<file path="src/rtl/cdd_pkg.sv">
// Shared types, constants and month tables for the calendar date difference block.
package cdd_pkg;

   localparam int YEAR_W   = 14;
   localparam int MONTH_W  = 4;
   localparam int DAY_W    = 5;
   localparam int COUNT_W  = 22;
   localparam int DAYNUM_W = 23;   // absolute day number, holds 365 * 16383 plus margin
   localparam int QUOT_W   = 8;    // year / 100 for any 14-bit year
   localparam int LEAPS_W  = 13;
   localparam int DBM_W    = 9;

   localparam logic [YEAR_W-1:0] YEAR_LIMIT = 14'd9999;

   // floor(y / 100) = (y * DIV100_MUL) >> DIV100_SHIFT, exact for y < 2^15
   localparam logic [14:0] DIV100_MUL   = 15'd20972;
   localparam int          DIV100_SHIFT = 21;
   localparam int          PROD_W       = 29;

   localparam logic [DAYNUM_W-1:0] DAYS_PER_YEAR = 23'd365;

   // Per-stage load enables of the date pipeline.
   typedef struct packed {
      logic s1;
      logic s2;
      logic s3;
   } cdd_stage_en_type;

   // Days in the months before month m, common year.
   function automatic logic [DBM_W-1:0] days_before(input logic [MONTH_W-1:0] m);
      logic [DBM_W-1:0] r;
      case (m)
         4'd2:    r = 9'd31;
         4'd3:    r = 9'd59;
         4'd4:    r = 9'd90;
         4'd5:    r = 9'd120;
         4'd6:    r = 9'd151;
         4'd7:    r = 9'd181;
         4'd8:    r = 9'd212;
         4'd9:    r = 9'd243;
         4'd10:   r = 9'd273;
         4'd11:   r = 9'd304;
         4'd12:   r = 9'd334;
         default: r = 9'd0;
      endcase
      return r;
   endfunction

   // Month length in a common year; February handled by the caller.
   function automatic logic [DAY_W-1:0] month_len(input logic [MONTH_W-1:0] m);
      logic [DAY_W-1:0] r;
      case (m)
         4'd2:    r = 5'd28;
         4'd4:    r = 5'd30;
         4'd6:    r = 5'd30;
         4'd9:    r = 5'd30;
         4'd11:   r = 5'd30;
         default: r = 5'd31;
      endcase
      return r;
   endfunction

endpackage

</file>
<file path="src/rtl/cdd_if.sv">
// Valid/ready channel interfaces for date pairs and day counts.
interface cdd_req_if import cdd_pkg::*; ();
   logic               valid;
   logic               ready;
   logic [YEAR_W-1:0]  start_year;
   logic [MONTH_W-1:0] start_month;
   logic [DAY_W-1:0]   start_day;
   logic [YEAR_W-1:0]  end_year;
   logic [MONTH_W-1:0] end_month;
   logic [DAY_W-1:0]   end_day;

   modport source (output valid, start_year, start_month, start_day,
                          end_year, end_month, end_day,
                   input  ready);
   modport sink   (input  valid, start_year, start_month, start_day,
                          end_year, end_month, end_day,
                   output ready);
endinterface

interface cdd_rsp_if import cdd_pkg::*; ();
   logic               valid;
   logic               ready;
   logic [COUNT_W-1:0] day_count;
   logic               bad_input;

   modport source (output valid, day_count, bad_input, input ready);
   modport sink   (input  valid, day_count, bad_input, output ready);
endinterface

</file>
<file path="src/rtl/cdd_date_unit.sv">
// Three-stage conversion of one date to an absolute day number plus a validity flag.
module cdd_date_unit
   import cdd_pkg::*;
(
   input  logic                clock,
   input  cdd_stage_en_type    en,
   input  logic [YEAR_W-1:0]   year,
   input  logic [MONTH_W-1:0]  month,
   input  logic [DAY_W-1:0]    day,
   output logic [DAYNUM_W-1:0] day_num,
   output logic                date_ok
);

   // stage 1: year / 100 product, month lookups
   logic [PROD_W-1:0]  prod_ff;
   logic [YEAR_W-1:0]  y1_ff;
   logic [DAY_W-1:0]   d1_ff;
   logic [DBM_W-1:0]   dbm1_ff;
   logic [DAY_W-1:0]   len1_ff;
   logic               feb1_ff;
   logic               past_feb1_ff;
   logic               fields_ok1_ff;
   logic               fields_ok1_in;

   assign fields_ok1_in = (year <= YEAR_LIMIT) && (month != 4'd0) && (month <= 4'd12)
                          && (day != 5'd0);

   always_ff @(posedge clock) begin
      if (en.s1) begin
         prod_ff       <= PROD_W'(year) * PROD_W'(DIV100_MUL);
         y1_ff         <= year;
         d1_ff         <= day;
         dbm1_ff       <= days_before(month);
         len1_ff       <= month_len(month);
         feb1_ff       <= (month == 4'd2);
         past_feb1_ff  <= (month > 4'd2);
         fields_ok1_ff <= fields_ok1_in;
      end
   end

   // stage 2: leap test, leap count, day range check
   logic [QUOT_W-1:0]  q;
   logic               rem_nz;
   logic               leap;
   logic [LEAPS_W-1:0] quarter;
   logic [LEAPS_W-1:0] cent;
   logic [LEAPS_W-1:0] quad;
   logic [DAY_W-1:0]   len_eff;

   assign q       = prod_ff[DIV100_SHIFT +: QUOT_W];
   assign rem_nz  = (15'(q) * 15'd100) != {1'b0, y1_ff};
   // divisible by 4, and not a century unless (y / 100) is divisible by 4
   assign leap    = (y1_ff[1:0] == 2'd0) && (rem_nz || (q[1:0] == 2'd0));
   assign quarter = LEAPS_W'((15'(y1_ff) + 15'd3) >> 2);                // ceil(y/4)
   assign cent    = LEAPS_W'(q) + LEAPS_W'(rem_nz);                     // ceil(y/100)
   assign quad    = LEAPS_W'(q >> 2) + LEAPS_W'((q[1:0] != 2'd0) || rem_nz); // ceil(y/400)
   assign len_eff = (feb1_ff && leap) ? 5'd29 : len1_ff;

   logic [YEAR_W-1:0]  y2_ff;
   logic [LEAPS_W-1:0] leaps2_ff;
   logic [DBM_W-1:0]   dbm2_ff;
   logic [DAY_W-1:0]   d2_ff;
   logic               extra2_ff;
   logic               ok2_ff;

   always_ff @(posedge clock) begin
      if (en.s2) begin
         y2_ff     <= y1_ff;
         leaps2_ff <= quarter - cent + quad;
         dbm2_ff   <= dbm1_ff;
         d2_ff     <= d1_ff;
         extra2_ff <= past_feb1_ff && leap;
         ok2_ff    <= fields_ok1_ff && (d1_ff <= len_eff);
      end
   end

   // stage 3: sum into the absolute day number
   logic [DAYNUM_W-1:0] num3_ff;
   logic                ok3_ff;

   always_ff @(posedge clock) begin
      if (en.s3) begin
         num3_ff <= DAYNUM_W'(y2_ff) * DAYS_PER_YEAR + DAYNUM_W'(leaps2_ff)
                    + DAYNUM_W'(dbm2_ff) + DAYNUM_W'(d2_ff) + DAYNUM_W'(extra2_ff);
         ok3_ff  <= ok2_ff;
      end
   end

   assign day_num = num3_ff;
   assign date_ok = ok3_ff;

endmodule

</file>
<file path="src/rtl/calendar_date_difference.sv">
// Top level: pipelined Gregorian day count between two dates.
//
// Usage:
//   req  - one beat carries a date pair (start, end) as year, month, day.
//   rsp  - one beat per request: day_count (end minus start, in days) and
//          bad_input, set with day_count zero when a date is malformed
//          (month outside 1..12, day zero or past month end, year above
//          9999) or the end date is before the start date.
// Pipeline: three stages convert each date (year / 100 by reciprocal
//   multiply, leap count, day number sum); the fourth compares and
//   subtracts into the output register.
// Throughput: one beat per cycle while rsp is ready; every stage has its
//   own valid bit and loads whenever it is empty or the stage after it moves.
// Stall: when rsp is held off, stages fill up behind the output register;
//   req.ready drops only once all four are full. Nothing is dropped or
//   repeated.
// Reset: synchronous, clears all valid bits; the pipeline comes up empty.
module calendar_date_difference
   import cdd_pkg::*;
(
   input  logic  clock,
   input  logic  reset,
   cdd_req_if.sink   req,
   cdd_rsp_if.source rsp
);

   // valid bits, one per stage
   logic v1_ff, v2_ff, v3_ff, v4_ff;

   // a stage loads when it is empty or its content moves on
   logic en4;
   cdd_stage_en_type en;

   assign en4   = !v4_ff || rsp.ready;
   assign en.s3 = !v3_ff || en4;
   assign en.s2 = !v2_ff || en.s3;
   assign en.s1 = !v1_ff || en.s2;

   assign req.ready = en.s1;

   always_ff @(posedge clock) begin
      if (reset) begin
         v1_ff <= 1'b0;
         v2_ff <= 1'b0;
         v3_ff <= 1'b0;
         v4_ff <= 1'b0;
      end else begin
         if (en.s1) v1_ff <= req.valid;
         if (en.s2) v2_ff <= v1_ff;
         if (en.s3) v3_ff <= v2_ff;
         if (en4)   v4_ff <= v3_ff;
      end
   end

   // both dates go through identical converters in lockstep
   logic [DAYNUM_W-1:0] start_num, end_num;
   logic                start_ok, end_ok;

   cdd_date_unit u_start (
      .clock   (clock),
      .en      (en),
      .year    (req.start_year),
      .month   (req.start_month),
      .day     (req.start_day),
      .day_num (start_num),
      .date_ok (start_ok)
   );

   cdd_date_unit u_end (
      .clock   (clock),
      .en      (en),
      .year    (req.end_year),
      .month   (req.end_month),
      .day     (req.end_day),
      .day_num (end_num),
      .date_ok (end_ok)
   );

   // stage 4: order check and difference into the output register
   logic               good;
   logic [COUNT_W-1:0] count_in;
   logic [COUNT_W-1:0] count_ff;
   logic               bad_ff;

   assign good     = start_ok && end_ok && (end_num >= start_num);
   // difference of valid dates fits 22 bits
   assign count_in = good ? COUNT_W'(end_num - start_num) : '0;

   always_ff @(posedge clock) begin
      if (en4) begin
         count_ff <= count_in;
         bad_ff   <= !good;
      end
   end

   assign rsp.valid     = v4_ff;
   assign rsp.day_count = count_ff;
   assign rsp.bad_input = bad_ff;

endmodule
</file>
<file path="src/flat_wrapper.sv">
// flat-port wrapper written by rule: the top's interface ports become plain ports
module calendar_date_difference_flat import cdd_pkg::*;
  (clock, reset, req_valid, req_start_year, req_start_month, req_start_day, req_end_year, req_end_month, req_end_day, req_ready, rsp_valid, rsp_day_count, rsp_bad_input, rsp_ready);
  cdd_req_if req_i ();
  cdd_rsp_if rsp_i ();
  input  logic clock;
  input  logic reset;
  input wire logic [$bits(req_i.valid)-1:0] req_valid;
  input wire logic [$bits(req_i.start_year)-1:0] req_start_year;
  input wire logic [$bits(req_i.start_month)-1:0] req_start_month;
  input wire logic [$bits(req_i.start_day)-1:0] req_start_day;
  input wire logic [$bits(req_i.end_year)-1:0] req_end_year;
  input wire logic [$bits(req_i.end_month)-1:0] req_end_month;
  input wire logic [$bits(req_i.end_day)-1:0] req_end_day;
  output wire logic [$bits(req_i.ready)-1:0] req_ready;
  output wire logic [$bits(rsp_i.valid)-1:0] rsp_valid;
  output wire logic [$bits(rsp_i.day_count)-1:0] rsp_day_count;
  output wire logic [$bits(rsp_i.bad_input)-1:0] rsp_bad_input;
  input wire logic [$bits(rsp_i.ready)-1:0] rsp_ready;
  assign req_i.valid = req_valid;
  assign req_i.start_year = req_start_year;
  assign req_i.start_month = req_start_month;
  assign req_i.start_day = req_start_day;
  assign req_i.end_year = req_end_year;
  assign req_i.end_month = req_end_month;
  assign req_i.end_day = req_end_day;
  assign req_ready = req_i.ready;
  assign rsp_valid = rsp_i.valid;
  assign rsp_day_count = rsp_i.day_count;
  assign rsp_bad_input = rsp_i.bad_input;
  assign rsp_i.ready = rsp_ready;
  calendar_date_difference u_core (.clock(clock), .reset(reset), .req(req_i), .rsp(rsp_i));
endmodule
</file>
<file path="config.mk">
export PLATFORM = sky130hd
export DESIGN_NAME = calendar_date_difference_flat
export DESIGN_NICKNAME = d
export VERILOG_FILES = /design/src/rtl/cdd_pkg.sv /design/src/rtl/cdd_if.sv /design/src/rtl/cdd_date_unit.sv /design/src/rtl/calendar_date_difference.sv /design/src/flat_wrapper.sv
export SDC_FILE = /design/constraint.sdc
export NUM_CORES = 1
export LEC_CHECK = 0
export ABC_AREA = 1
export BUFFER_PORTS_ARGS = -buffer_cell sky130_fd_sc_hd__buf_2
export CAP_MARGIN = 10
export CORE_MARGIN = 1
export CORE_UTILIZATION = 45
export DETAILED_ROUTE_END_ITERATION = 10
export MAX_ROUTING_LAYER = met4
export RECOVER_POWER = 25
export SYNTH_ARGS = -nofsm -noshare
export SYNTH_HDL_FRONTEND = slang
export SYNTH_SLANG_ARGS = --single-unit
</file>
<file path="constraint.sdc">
create_clock -name clock -period 7.59 [get_ports clock]
set_input_delay 0.3795 -clock clock [delete_from_list [all_inputs] [get_ports clock]]
set_output_delay 0.3795 -clock clock [all_outputs]
set_load 0.05 [all_outputs]
</file>
==> impl_metrics.tcl, run 1 <==
set metrics [dict create \
    cts.htree.levels 1 \
    critPathLaunchType "register" \
    relSlewSlack_pct 30.86 \
    drv_slew 0 \
    synth_area_mm2 0.02863 \
    gp_congestion 0.9096 \
    path_max_fanout 5 \
    netlist_top_cells_area "edfxtp_1 (25%), ha_1 (22%), fa_1 (20%), inv_1 (9.9%), nand2_1 (5.7%)" \
    ioPinCount 75 \
    place.port_buffers 74 \
    hold_path_class "input port to register" \
    grt_remaining_overflow 0 \
    cts_max_path_buffers 3 \
    die_height_um 254.2 \
    hold_viol_final 0 \
    yosysMostFrequentCell "inv_1" \
    ys_seq_area_share_pct 25.35 \
    tritoncts "built" \
    cap_violations 0 \
    syn_area_per_cell_um2 9.334 \
    critPathCaptureType "register" \
    finalCriticalPeriod_ns 5.834 \
    cts_made_buffers 28 \
    cts_setup_buffers 0 \
    drt-total-wl_um 64870 \
    yosysTopAreaCell "edfxtp_1" \
    finalNetCount 4017 \
    fill_cells 6029 \
    antenna_found_initial 6 \
    cp_top_family "adder cells" \
    cp_data_arrival_time_ns 6.16 \
    ys_seq_elements 243 \
    synthXorXnorAreaFrac_pct 3.269 \
    tightest_slew_ns 1.037 \
    async_flop_share_pct 0 \
    path_buf_inv 4 \
    num_vias 20030 \
    grt_pass1_wl_um 106600 \
    path_class "register to register" \
    core-area_mm2 0.06297 \
    finalCritPeriodShare_pct 76.86 \
    grt_pass1_vias 21040 \
    synth_top_family_by_area "adder cells" \
    drt_pre_antenna_iters 5 \
    yosys-mux-area-fraction_pct 0 \
    yosys_warnings 0 \
    setup_tns_ns 0 \
    regArea_mm2 0.007257 \
    cts.sinks 243 \
    multi_input_area_mm2 0.01850 \
    ant_nets 0 \
    synth_ff_type "edfxtp_1" \
    synth.distinct_cells 49 \
    synth_edf_count 239 \
    clk-insertion-delay-late_ns 0.59 \
    rsz0062_at_grt "false" \
    drive_gt1_share_pct 3.909 \
    area_delta_synth_final_pct 8.475 \
    cts_root_buffer "clkbuf_16" \
    clk_pin_slew_ns 0.06 \
    dpl.hpwl_um 56670 \
    synth-simple-area-share_pct 12.70 \
    routedWlPerCell_um 16.02 \
    synth_compound_area_share_pct 6.552 \
    synth_nets 3908 \
    finClkSkew_ns 0.03516 \
    cts_resized 0 \
    cpMaxStageDelayCell "fa_1" \
    dieArea_mm2 0.06463 \
    grt_max_degree 88 \
    drt_iter0_markers 802 \
    synth_commonest_cells "inv_1 (755), ha_1 (505), nand2_1 (433)" \
    status "finished, final reports clean" \
    synth_top_area_share_pct 25.07 \
    finalSetupViolations 0 \
    grt_usage_pct 21.51 \
    worstPathRequired_ns 7.92 \
    synth_fa_ha_area_share_pct 42.07 \
    max_stage_delay_ns 0.57 \
    drc 0 \
    fmax_mhz 171.4 \
    start_util_pct 45.46 \
    avgViaCountPerCell 4.947 \
    row_count 92 \
    die_w_um 254.2 \
    ctsHoldBuffers 5 \
    netlist_instances 3067 \
]
==> metrics by stage <==
stage | setup WS, ns | std cells | utilization, % | hold WS [ns] | cell area (um^2)
finish | 1.756 | 4049 | 49.32 | 0.08239 | 31050
CTS | 1.738 | 4043 | 49.36 | 0.0001980 | 31080
global route | 1.377 | 4049 | 49.32 | 0.04581 | 31050
global placement | 1.816 | 3986 | 47.73 | 0.4026 | 30060
floorplan | 2.295 | 3067 | - | 0.4003 | 28630
detailed placement | 1.769 | 3986 | 47.73 | 0.4071 | 30060
==> logic make-up after synthesis <==
logic type      after synthesis
simple gates                841
fa+ha+maj                   791
buf+inv                     763
compound gates              323
flops                       243
xor+xnor                    106
==> path summary, 6_finish.rpt <==
check | from | to | slack, ns | cells past startpoint
max | u_core.u_end.prod_ff[24] | u_core.u_end.leaps2_ff[10] | 1.76 | 28
min reg2reg | u_core.u_end.dbm1_ff[4] | u_core.u_end.dbm2_ff[4] | 0.41 | 0
max reg2reg | u_core.u_end.prod_ff[24] | u_core.u_end.leaps2_ff[10] | 1.76 | 28
min | reset | u_core.v3_ff | 0.08 | 2
==> placed cells by master, fill, tap and decap left out, types with 6 or more instances in the layout <==
cell type | Yosys | layout
inv_1 | 755 | 753
ha_1 | 505 | 505
nand2_1 | 433 | 432
fa_1 | 286 | 286
edfxtp_1 | 239 | 239
nor2_1 | 171 | 171
a21oi_1 | 136 | 136
nand3_1 | 125 | 125
o21ai_0 | 76 | 76
xor2_1 | 69 | 69
clkbuf_1 | 2 | 44
xnor2_1 | 36 | 36
nand4_1 | 35 | 35
buf_2 | 0 | 32
nor3_1 | 30 | 30
clkbuf_16 | 0 | 28
a21o_1 | 21 | 21
o21bai_1 | 14 | 14
a31oi_1 | 12 | 12
nor4_1 | 12 | 12
a21boi_0 | 10 | 10
o21ai_1 | 9 | 9
a211oi_1 | 8 | 8
o211ai_1 | 7 | 7
o21a_1 | 7 | 7
nand3b_1 | 7 | 7
a21oi_2 | 6 | 6
dlygate4sd3_1 | 0 | 6
==> registers in the layout, indices dropped and copies added, names as in the netlist, 2 cells and up <==
register                  count
u_core.u_end.y1_ff           14
u_core.u_end.dbm2_ff          9
u_core.u_start.len1_ff        2
u_core.u_start.y2_ff         14
u_core.u_start.y1_ff         14
u_core.u_end.d1_ff            5
u_core.u_start.leaps2_ff     13
u_core.u_start.dbm2_ff        9
u_core.u_end.len1_ff          2
u_core.u_start.d2_ff          5
u_core.u_end.dbm1_ff          9
u_core.rsp.day_count         22
u_core.u_end.leaps2_ff       13
u_core.u_end.y2_ff           14
u_core.u_start.d1_ff          5
u_core.u_start.day_num       23
u_core.u_start.prod_ff        8
u_core.u_end.d2_ff            5
u_core.u_end.day_num         23
u_core.u_end.prod_ff          8
u_core.u_start.dbm1_ff        9
==> routing by layer <==
metal / GRT usage (%) / vias up / wire [um] / share of wire, %
li1: - / 10110 / - / -
met3: 1.929 / 76 / 1739 / 2.7
met2: 37.52 / 245 / 32100 / 49
met4: 4.596 / 0 / 1300 / 2.0
met1: 27.16 / 9603 / 29730 / 46
met5: - / - / 0 / 0
==> area by class of cell <==
type,count,share of cell area [%]
clock inverters,22,0.8623
clock buffers,30,2.281
flip-flops and latches,243,23.37
well taps,846,3.409
multi-input cells,2061,59.57
repair buffers,83,1.289
diodes,5,0.04029
inverters,759,9.179
Power of run 1 is left out: the tool's default activity adds up to more than one toggle a clock period on the data nets, which glitch-free logic cannot reach.
==> run 2: changes to the inputs <==
==> constraint.sdc (replaced) <==
create_clock -name clock -period 5.9 [get_ports clock]
set_input_delay 0.295 -clock clock [delete_from_list [all_inputs] [get_ports clock]]
set_output_delay 0.295 -clock clock [all_outputs]
set_load 0.05 [all_outputs]
==> impl_metrics.tcl, run 2 (synthesis results as in run 1) <==
set metrics [dict create \
    status "finished, final reports clean" \
    drt_pre_antenna_iters 5 \
    cap_violations 0 \
    drt-total-wl_um 65300 \
    hold_viol_final 0 \
    clk_pin_slew_ns 0.06 \
    mostFrequentLayoutCells "inv_1 (753), ha_1 (503), nand2_1 (431), fa_1 (285), edfxtp_1 (239)" \
    cp_common_cell "fa_1" \
    cts.htree.levels 1 \
    relSlewSlack_pct 39.37 \
    die_w_um 254.2 \
    die_height_um 254.2 \
    clk-insertion-delay-late_ns 0.56 \
    avgViaCountPerCell 4.955 \
    critPathLaunchType "register" \
    ioPinCount 75 \
    crit_start "u_core.u_start.prod_ff[23]" \
    grt_pass1_wl_um 106000 \
    final_common_cell "inv_1" \
    grt_pass1_vias 20840 \
    worstPathRequired_ns 6.21 \
    cts_made_buffers 28 \
    drv_slew 0 \
    critPathCaptureType "register" \
    max_stage_delay_ns 0.49 \
    finalSetupViolations 0 \
    area_delta_synth_final_pct 9.196 \
    reg2reg_from "u_core.u_start.prod_ff[23]" \
    drive_gt1_share_pct 4.568 \
    row_count 92 \
    finClkSkew_ns 0.01036 \
    grt_max_degree 57 \
    core-area_mm2 0.06297 \
    ant_nets 0 \
    num_vias 20160 \
    rsz0062_at_grt "true" \
    antenna_found_initial 5 \
    finalCriticalPeriod_ns 5.545 \
    dieArea_mm2 0.06463 \
    finalNetCount 4038 \
    place.port_buffers 74 \
    grt_remaining_overflow 0 \
    cts_root_buffer "clkbuf_16" \
    path_cells "ha_1, ha_1, fa_1, ha_2, nand3_1, nand2_1, nand2_1, nand3_1, nand3_1, nor2_1, nand4_1, inv_1, fa_1, inv_1, fa_1, fa_1, inv_1, fa_1, nand3_1, nand2_2, nand2_1, nand2_1, a21oi_1, xor2_1" \
    grt_usage_pct 21.36 \
    drt_iter0_markers 929 \
    cts_max_path_buffers 3 \
    hold_path_class "input port to register" \
    fmax_mhz 180.3 \
    cpMaxStageDelayCell "edfxtp_1" \
    start_util_pct 45.46 \
    finalCritPeriodShare_pct 93.99 \
    dpl.hpwl_um 56920 \
    setup_tns_ns 0 \
    path_max_fanout 7 \
    drc 0 \
    routedWlPerCell_um 16.05 \
    path_class "register to register" \
    cts.sinks 243 \
    min_from "req_end_month[3]" \
    gp_congestion 0.9266 \
    tritoncts "built" \
    cp_data_arrival_time_ns 5.85 \
    tightest_slew_ns 0.9095 \
]
==> run 2: changes by cell type in the layout (fill, tap and decap cells not counted), sizes merged <==
| cell | previous run | this run |
|---|---|---|
| buf | 35 | 47 |
| clkinv | 10 | 12 |
| inv | 763 | 762 |
| clkbuf | 72 | 74 |
| clkinvlp | 4 | 3 |
| dlygate4sd3 | 6 | 12 |
==> run 2: per-stage QoR <==
| stage | utilization (%) | std cells | setup WS (ns) | instance area [um^2] | hold slack [ns] |
|---|---|---|---|---|---|
| after floorplan | - | 3067 | 0.6049 | 28630 | 0.3641 |
| after global placement | 47.77 | 3989 | 0.1597 | 30080 | 0.4045 |
| after detailed placement | 47.77 | 3989 | 0.1433 | 30080 | 0.4045 |
| after CTS | 49.51 | 4052 | 0.1265 | 31170 | 0.02387 |
| after global routing | 49.64 | 4069 | -0.03431 | 31260 | 0.1467 |
| final | 49.64 | 4069 | 0.3548 | 31260 | 0.1355 |
==> run 2: per-layer routing <==
layer | up-vias | global-route usage (%) | routed length [um]
li1 | 10160 | - | -
met5 | - | - | 0
met4 | 0 | 5.663 | 1710
met3 | 100 | 1.919 | 1929
met1 | 9608 | 26.79 | 29620
met2 | 288 | 36.96 | 32040
==> run 2: path summary, 6_finish.rpt <==
path / endpoint / slack [ns] / cells past startpoint
setup / recovery: u_core.u_start.leaps2_ff[10] / 0.35 / 24
hold / removal: u_core.u_end.dbm1_ff[4] / 0.14 / 2
setup reg to reg: u_core.u_start.leaps2_ff[10] / 0.35 / 24
hold reg to reg: u_core.u_end.dbm2_ff[0] / 0.42 / 0
==> run 2: timing repair <==
action,4_1_cts,5_1_grt
hold buffers,12,0
endpoints found under the setup margin,0,11
hold endpoints to repair,14,0
setup buffers,0,12
gates resized for setup,0,13
==> run 2: critical path, delay by kind of cell, from the launching register on <==
family                     cells  cell delay, ns
DFF                            1            0.49
and+or+nand+nor               11            1.33
buffers and inverters          3            0.30
adders and majority gates      8            2.96
AOI/OAI and AO/OA              1            0.08
xor gates and xnor gates       1            0.14
==> run 2: area by class of cell <==
cell class / count / area (um^2)
Clock inverter: 22 / 247.7
Fill cell: 5955 / 31710
Inverter: 759 / 2850
Timing Repair Buffer: 104 / 569.3
Tap cell: 846 / 1059
Antenna cell: 5 / 12.51
Multi-Input combinational cell: 2061 / 18540
Clock buffer: 29 / 725.7
Sequential cell: 243 / 7257
Power of run 2 is left out for the same reason.
